==> src/hw/rtl/cdq_pkg.sv <==
// Shared types and constants for the circular deque.
`timescale 1ns / 1ps
package cdq_pkg;

	localparam int DATA_W  = 32;
	localparam int CAP_W   = 5;
	localparam int PADDR_W = 2;
	localparam int PDATA_W = 32;

	localparam logic [CAP_W-1:0]   CAP_RESET = 5'd16;
	localparam logic [PADDR_W-1:0] CAP_ADDR  = 2'd0;

	typedef enum logic [1:0] {
		ACT_PUSH_REAR  = 2'd0,
		ACT_PUSH_FRONT = 2'd1,
		ACT_POP_FRONT  = 2'd2,
		ACT_POP_REAR   = 2'd3
	} action_t;

	typedef enum logic [1:0] {
		ST_DONE  = 2'd0,
		ST_FULL  = 2'd1,
		ST_EMPTY = 2'd2
	} status_t;

	typedef struct packed {
		action_t                   action;
		logic signed [DATA_W-1:0]  push_value;
	} item_t;

	typedef struct packed {
		status_t                   status;
		logic signed [DATA_W-1:0]  popped_value;
		logic [CAP_W-1:0]          occupancy;
	} result_t;

	typedef enum logic [1:0] {
		CS_IDLE,
		CS_EXEC,
		CS_WB
	} ctl_state_t;

	// controller -> datapath
	typedef struct packed {
		logic item_load;
		logic exec;
		logic out_load;
	} ctl_cmd_t;

	// datapath -> controller
	typedef struct packed {
		logic out_free;
	} dp_sts_t;

endpackage

==> src/hw/rtl/circular_deque.sv <==
// Top level of the circular deque: controller, datapath and configuration port.
`timescale 1ns / 1ps
// Double-ended queue in a circular buffer of DEPTH entries, of which the
// first "capacity" are used (register 0 at byte address 0; 0 acts as 1,
// values above DEPTH act as DEPTH; any write empties the queue). Each input
// transaction pushes at the rear or front or pops at the front or rear and
// gives exactly one result transaction: status, popped value (zero unless a
// pop succeeded) and occupancy after the operation. A rejected push or pop
// leaves the queue untouched. One operation is in flight at a time and passes
// three steps from acceptance to the result register: accept, execute (one
// entry memory write or registered read plus the index update), and
// writeback into the output register. The next transaction is accepted as
// soon as the writeback is done, even while the previous result is still
// stalled downstream; writeback waits only when the output register still
// holds an untaken result. Entries need no clearing after reset; only
// entries written by a push are ever returned. Configure only while idle.
module circular_deque
	import cdq_pkg::*;
#(
	parameter int DEPTH = 16
) (
	input  logic               clk,
	input  logic               arst_n,
	// operation transactions
	input  logic               item_valid,
	output logic               item_stall,
	input  item_t              item,
	// result transactions
	output logic               result_valid,
	input  logic               result_stall,
	output result_t            result,
	// configuration
	input  logic               psel,
	input  logic               penable,
	input  logic               pwrite,
	input  logic [PADDR_W-1:0] paddr,
	input  logic [PDATA_W-1:0] pwdata,
	output logic [PDATA_W-1:0] prdata,
	output logic               pready
);

	ctl_cmd_t         cmd;
	dp_sts_t          sts;
	logic             cfg_we;
	logic [CAP_W-1:0] cap_value;

	// capacity is the only register, so every completed write lands on it
	assign pready = 1'b1;
	assign cfg_we = psel && penable && pwrite && pready;
	assign prdata = (paddr == CAP_ADDR) ? {{(PDATA_W-CAP_W){1'b0}}, cap_value} : '0;

	cdq_ctrl u_ctrl (
		.clk        (clk),
		.arst_n     (arst_n),
		.item_valid (item_valid),
		.item_stall (item_stall),
		.sts        (sts),
		.cmd        (cmd)
	);

	cdq_dp #(
		.DEPTH (DEPTH)
	) u_dp (
		.clk          (clk),
		.arst_n       (arst_n),
		.item         (item),
		.cmd          (cmd),
		.sts          (sts),
		.cfg_we       (cfg_we),
		.cfg_cap      (pwdata[CAP_W-1:0]),
		.cap_value    (cap_value),
		.result_valid (result_valid),
		.result_stall (result_stall),
		.result       (result)
	);

	// one operation at a time: after a transaction is taken, input stalls
	a_busy_after_accept: assert property (@(posedge clk) disable iff (!arst_n)
		(item_valid && !item_stall) |=> item_stall)
		else $error("input accepted again while an operation is in flight");

	// writeback never overwrites an untaken result
	a_no_overwrite: assert property (@(posedge clk) disable iff (!arst_n)
		cmd.out_load |-> sts.out_free)
		else $error("output register loaded while still held");

	// a rejected push returns no data
	a_full_no_data: assert property (@(posedge clk) disable iff (!arst_n)
		(result_valid && result.status == ST_FULL) |-> (result.popped_value == '0))
		else $error("rejected push carries popped data");

	// a rejected pop means the queue held nothing
	a_empty_zero: assert property (@(posedge clk) disable iff (!arst_n)
		(result_valid && result.status == ST_EMPTY) |-> (result.occupancy == '0))
		else $error("rejected pop with nonzero occupancy");

endmodule

==> src/hw/rtl/cdq_ctrl.sv <==
// Sequencing state machine for the circular deque.
`timescale 1ns / 1ps
module cdq_ctrl
	import cdq_pkg::*;
(
	input  logic     clk,
	input  logic     arst_n,
	input  logic     item_valid,
	output logic     item_stall,
	input  dp_sts_t  sts,
	output ctl_cmd_t cmd
);

	ctl_state_t state_q;
	ctl_state_t state_d;

	always_ff @(posedge clk or negedge arst_n) begin
		if (!arst_n) begin
			state_q <= CS_IDLE;
		end else begin
			state_q <= state_d;
		end
	end

	always_comb begin
		state_d       = state_q;
		cmd.item_load = 1'b0;
		cmd.exec      = 1'b0;
		cmd.out_load  = 1'b0;
		item_stall    = 1'b1;
		case (state_q)
			CS_IDLE: begin
				item_stall = 1'b0;
				if (item_valid) begin
					cmd.item_load = 1'b1;
					state_d       = CS_EXEC;
				end
			end
			CS_EXEC: begin
				cmd.exec = 1'b1;
				state_d  = CS_WB;
			end
			CS_WB: begin
				// wait for a free output register
				if (sts.out_free) begin
					cmd.out_load = 1'b1;
					state_d      = CS_IDLE;
				end
			end
			default: begin
				state_d = CS_IDLE;
			end
		endcase
	end

endmodule

==> src/hw/rtl/cdq_dp.sv <==
// Datapath of the circular deque: entry memory, indices, capacity and output register.
`timescale 1ns / 1ps
module cdq_dp
	import cdq_pkg::*;
#(
	parameter int DEPTH = 16
) (
	input  logic             clk,
	input  logic             arst_n,
	input  item_t            item,
	input  ctl_cmd_t         cmd,
	output dp_sts_t          sts,
	input  logic             cfg_we,
	input  logic [CAP_W-1:0] cfg_cap,
	output logic [CAP_W-1:0] cap_value,
	output logic             result_valid,
	input  logic             result_stall,
	output result_t          result
);

	localparam int AW = $clog2(DEPTH);
	localparam logic [CAP_W-1:0] DEPTH_CAP =
		(DEPTH < (2 ** CAP_W - 1)) ? CAP_W'(DEPTH) : CAP_W'(2 ** CAP_W - 1);

	logic [DATA_W-1:0] mem [DEPTH];

	logic [CAP_W-1:0]         cap_q;
	logic [CAP_W-1:0]         head_q;
	logic [CAP_W-1:0]         tail_q;
	logic                     empty_q;
	action_t                  act_q;
	logic signed [DATA_W-1:0] val_q;
	logic [DATA_W-1:0]        rd_q;
	status_t                  status_q;
	logic                     pop_ok_q;
	logic                     out_valid_q;
	result_t                  out_q;

	logic [CAP_W-1:0] cap_u;
	logic [CAP_W:0]   held_sum;
	logic [CAP_W-1:0] held_now;
	logic             full;
	logic [CAP_W-1:0] tail_inc;
	logic [CAP_W-1:0] tail_dec;
	logic [CAP_W-1:0] head_inc;
	logic [CAP_W-1:0] head_dec;
	logic [CAP_W-1:0] head_d;
	logic [CAP_W-1:0] tail_d;
	logic             empty_d;
	logic             we;
	logic [CAP_W-1:0] widx;
	logic [CAP_W-1:0] ridx;
	status_t          st;
	logic             pop_ok;
	logic [AW+CAP_W-1:0] wext;
	logic [AW+CAP_W-1:0] rext;
	logic [AW-1:0]       waddr;
	logic [AW-1:0]       raddr;

	// usable capacity: zero acts as one, above the built depth acts as the depth
	always_comb begin
		cap_u = cap_q;
		if (cap_q == '0) begin
			cap_u = CAP_W'(1);
		end else if (cap_q > DEPTH_CAP) begin
			cap_u = DEPTH_CAP;
		end
	end

	// entries held, from the current indices
	always_comb begin
		if (tail_q >= head_q) begin
			held_sum = {1'b0, tail_q} - {1'b0, head_q} + (CAP_W+1)'(1);
		end else begin
			held_sum = {1'b0, tail_q} + {1'b0, cap_u} - {1'b0, head_q} + (CAP_W+1)'(1);
		end
		held_now = empty_q ? '0 : held_sum[CAP_W-1:0];
		full     = (held_now >= cap_u);
	end

	assign tail_inc = (({1'b0, tail_q} + (CAP_W+1)'(1)) >= {1'b0, cap_u}) ? '0
		: tail_q + CAP_W'(1);
	assign head_inc = (({1'b0, head_q} + (CAP_W+1)'(1)) >= {1'b0, cap_u}) ? '0
		: head_q + CAP_W'(1);
	assign tail_dec = (tail_q == '0) ? cap_u - CAP_W'(1) : tail_q - CAP_W'(1);
	assign head_dec = (head_q == '0) ? cap_u - CAP_W'(1) : head_q - CAP_W'(1);

	always_comb begin
		head_d  = head_q;
		tail_d  = tail_q;
		empty_d = empty_q;
		we      = 1'b0;
		widx    = '0;
		st      = ST_DONE;
		pop_ok  = 1'b0;
		if (act_q inside {ACT_PUSH_REAR, ACT_PUSH_FRONT}) begin
			if (full) begin
				st = ST_FULL;
			end else if (empty_q) begin
				head_d  = '0;
				tail_d  = '0;
				empty_d = 1'b0;
				we      = 1'b1;
			end else if (act_q == ACT_PUSH_REAR) begin
				tail_d = tail_inc;
				we     = 1'b1;
				widx   = tail_inc;
			end else begin
				head_d = head_dec;
				we     = 1'b1;
				widx   = head_dec;
			end
		end else begin
			if (empty_q) begin
				st = ST_EMPTY;
			end else begin
				pop_ok = 1'b1;
				if (head_q == tail_q) begin
					head_d  = '0;
					tail_d  = '0;
					empty_d = 1'b1;
				end else if (act_q == ACT_POP_FRONT) begin
					head_d = head_inc;
				end else begin
					tail_d = tail_dec;
				end
			end
		end
	end

	assign ridx  = (act_q == ACT_POP_FRONT) ? head_q : tail_q;
	assign wext  = {{AW{1'b0}}, widx};
	assign rext  = {{AW{1'b0}}, ridx};
	assign waddr = wext[AW-1:0];
	assign raddr = rext[AW-1:0];

	always_ff @(posedge clk or negedge arst_n) begin
		if (!arst_n) begin
			cap_q   <= CAP_RESET;
			head_q  <= '0;
			tail_q  <= '0;
			empty_q <= 1'b1;
		end else if (cfg_we) begin
			cap_q   <= cfg_cap;
			head_q  <= '0;
			tail_q  <= '0;
			empty_q <= 1'b1;
		end else if (cmd.exec) begin
			head_q  <= head_d;
			tail_q  <= tail_d;
			empty_q <= empty_d;
		end
	end

	always_ff @(posedge clk) begin
		if (cmd.item_load) begin
			act_q <= item.action;
			val_q <= item.push_value;
		end
		if (cmd.exec) begin
			status_q <= st;
			pop_ok_q <= pop_ok;
		end
	end

	// entry memory: at most one write and one registered read per cycle, both only while executing
	always_ff @(posedge clk) begin
		if (cmd.exec && we) begin
			mem[waddr] <= val_q;
		end
		if (cmd.exec) begin
			rd_q <= mem[raddr];
		end
	end

	always_ff @(posedge clk or negedge arst_n) begin
		if (!arst_n) begin
			out_valid_q <= 1'b0;
		end else if (cmd.out_load) begin
			out_valid_q <= 1'b1;
		end else if (!result_stall) begin
			out_valid_q <= 1'b0;
		end
	end

	always_ff @(posedge clk) begin
		if (cmd.out_load) begin
			out_q.status       <= status_q;
			out_q.popped_value <= pop_ok_q ? rd_q : '0;
			out_q.occupancy    <= held_now;
		end
	end

	assign sts.out_free = !out_valid_q || !result_stall;
	assign result_valid = out_valid_q;
	assign result       = out_q;
	assign cap_value    = cap_q;

endmodule

==> config.mk <==
export PLATFORM = sky130hd
export DESIGN_NAME = circular_deque
export DESIGN_NICKNAME = d
export VERILOG_FILES = /design/src/hw/rtl/cdq_pkg.sv /design/src/hw/rtl/circular_deque.sv /design/src/hw/rtl/cdq_ctrl.sv /design/src/hw/rtl/cdq_dp.sv
export SDC_FILE = /design/constraint.sdc
export NUM_CORES = 1
export LEC_CHECK = 0
export BUFFER_PORTS_ARGS = -buffer_cell sky130_fd_sc_hd__buf_4
export CAP_MARGIN = 20
export CORE_MARGIN = 5
export CORE_UTILIZATION = 58
export CTS_BUF_LIST = sky130_fd_sc_hd__clkbuf_16
export DETAILED_ROUTE_END_ITERATION = 12
export MAX_ROUTING_LAYER = met4
export PLACE_DENSITY_LB_ADDON = 0.2
export SLEW_MARGIN = 10
export SYNTH_ARGS = -nofsm -noshare
export SYNTH_HDL_FRONTEND = slang
export SYNTH_HIERARCHICAL = 1
export SYNTH_SLANG_ARGS = --single-unit
==> constraint.sdc <==
create_clock -name clk -period 15.6 [get_ports clk]
set_input_delay 3.12 -clock clk [delete_from_list [all_inputs] [get_ports clk]]
set_output_delay 3.12 -clock clk [all_outputs]
set_load 0.01 [all_outputs]
==> run summary <==
FF+latch count, synth -> 639
DRC Markers -> 0
Postcts setup bufs -> 0
Power Dens Cells -> 179 mW/mm2
Cell taking the most area after synthesis -> edfxtp_1
Max transition margin -> 0.318
Sw Ratio -> 0.332
Site row count -> 77
Placed Instances -> 2,292
Hold_ws -> 0.422 ns
Final nets -> 1,882
Later-pin clock latency in the skew report -> 0.60 ns
Final Hold Viols -> 0
Mean post-synth cell area -> 15.6 um2
Max H-tree Level -> 3
Top cells by area, synth -> edfxtp_1 (72%), mux4_2 (5.6%), nand2_1 (4.1%), nand3_1 (2.8%), dfrtp_1 (1.6%)
Die ar. -> 0.0489 mm2
GR Overflow Total -> 0
Reg2Reg Setup Slack -> 9.46 ns
Worst path arrival time -> 3.59 ns
Area Overhead vs Synth -> 13.2%
Buffers added on ports -> 93
CTS tree -> built
Crit path time final -> 6.71 ns
Placed cell areas -> 0.0273 mm2
Root Buffer Master -> clkbuf_16
Leak -> 0.0101 uW
Drt wl/cell -> 23.9 um
Most frequent cells in the layout -> edfxtp_1 (620), nand2_1 (281), nand3_1 (143)
DRT iter0 DRCs -> 1,545
Yosys cell types -> 67
Drt pass-1 iters -> 5
Portion of total power attributed to the clock network -> 0.278
Worst setup EP type -> primary output
EDFF count, synth -> 620
RSZ-0062 raised after global routing -> no
DP HPWL -> 31,300 um
Final core occ -> 0.664
Vias after detailed routing -> 14,500
Diodes inserted -> 0
Initial Utilization -> 0.586
Post-route ant nets -> 0
Gpl congestion -> 0.920
Post-synthesis async set-or-reset flop share -> 0.0297
Final non-filler cell area -> 0.0293 mm2
Final setup viols -> 0
Maximum Capacitance Violations -> 0
Fin crit share -> 0.430
Setup total negative slack -> 0 ns
Max-slew violations -> 0
Post-DR vias/cell -> 6.00
Worst-margin pin slew -> 1.02 ns
Drt total wl -> 57,500 um
Die Span Y -> 221 um
NetSw -> 1740 uW
Post-synthesis sequential area ratio -> 0.739
Count of non-filler cells in the finished layout -> 2,409
Cells after synthesis -> 1,656
Predominant post-synthesis flop cell -> edfxtp_1
Combinational power share -> 0.294
P_int -> 3490 uW
First-pass GRT wire length -> 87,900 um
Part of the power in registers -> 0.428
Yosys warns -> 6
Vias in the first global route -> 14,400
Post-synth top area share -> 0.720
FMAX -> 149 MHz
Core area -> 0.0441 mm2
Max VDD drop -> 0.000128 V
Setup Skew -> 0.0216 ns
Clk sink count -> 639
Status -> finished, final reports clean
Worst hold-check path type -> register to register
CP max FO -> 5
Max Root-Sink Buffers -> 3
CTS Hold Buffers Added -> 0
Die width -> 221 um
Crit path kind -> primary input to primary output
CTS Buf Count -> 66
Worst Setup Start Kind -> primary input
Initial antenna violation count -> 1
Largest net degree at the start of global routing -> 140
Clock transition at the registers of the reported paths -> 0.05 ns
Gr usage total -> 0.241
Most common cell after layout, fill and taps aside -> edfxtp_1
Share of layout cells above drive strength 1 -> 0.179
# IOs -> 149
CTS resizes -> 0
CP required -> 12.48 ns
Synth Cell Area -> 0.0259 mm2
Yosys cell counts (27+ instances only):
master    count
edfxtp_1    620
nand2_1     281
nand3_1     143
mux4_2       64
nor2_1       43
buf_2        42
nand4_1      36
and2_1       34
a22oi_1      33
ha_1         33
buf_4        32
o21ai_1      32
clkbuf_1     31
inv_1        27
critical path: stages:
cell	delay (ns)
buf_4	0.13
nor3b_1	0.19
buf_4	0.15
area by class of cell:
class,instances,area [um2]
clock buffers,66,1650
clock inverters,51,362
fillers,3030,14800
inverters,27,101
multi-input cells,904,6350
flip-flops and latches,639,19100
well taps,592,741
repair buffers,130,983
cells by family (layout without fill, tap and decap cells):
family,after synthesis,count (layout),synth area share
xor+xnor,16,16,0.00542
buf+inv,139,274,0.0286
fa+ha+maj,39,39,0.0206
flops,639,639,0.739
simple gates,584,584,0.104
compound gates,163,163,0.0423
mux,74,74,0.0599
other cells,2,28,0.000290
per-stage QoR:
stage | total power (uW) | setup WS (ns)
finish | 5230 | 8.89
global route | 5510 | 8.79
CTS | 5260 | 8.88
detailed placement | 3800 | 8.89
global placement | 3770 | 8.90
floorplan | 3300 | 9.04
metal layers:
layer | wire [um] | track usage | vias up
met3 | 4320 | 0.0429 | 86
li1 | - | - | 6467
met4 | 1260 | 0.0606 | 0
met2 | 28400 | 0.384 | 576
met5 | 0 | - | -
met1 | 23500 | 0.332 | 7336
registers in the layout, indices dropped and copies added, names as in the netlist:
name / count
u_dp/rd_q: 32
u_dp/status_q: 2
u_dp/empty_q: 1
u_dp/act_q: 2
u_dp/mem: 512
u_dp/head_q: 5
u_dp/result_valid: 1
u_ctrl/state_q: 2
u_dp/pop_ok_q: 1
u_dp/tail_q: 5
u_dp/cap_value: 5
u_dp/val_q: 32
u_dp/result: 39
power groups by stage:
stage               clock, uW  sequential [uW]  combinational, uW
floorplan                   0             2220               1080
finish                   1450             2240               1540
CTS                      1480             2240               1540
detailed placement          0             2280               1530
global placement            0             2270               1500
global route             1560             2260               1690
path summary, 6_finish.rpt:
kind / from / endpoint / depth (start not counted)
min in group asynchronous: arst_n / u_dp/tail_q[4] / 1
hold / removal: u_dp/status_q[1] / u_dp/result[38] / 0
hold reg to reg: u_dp/status_q[1] / u_dp/result[38] / 0
setup reg to reg: u_dp/cap_value[4] / u_dp/mem[15][6] / 17
max in group asynchronous: arst_n / u_dp/empty_q / 1
setup / recovery: paddr[1] / prdata[3] / 3
Power figures use the tool's default switching activity.
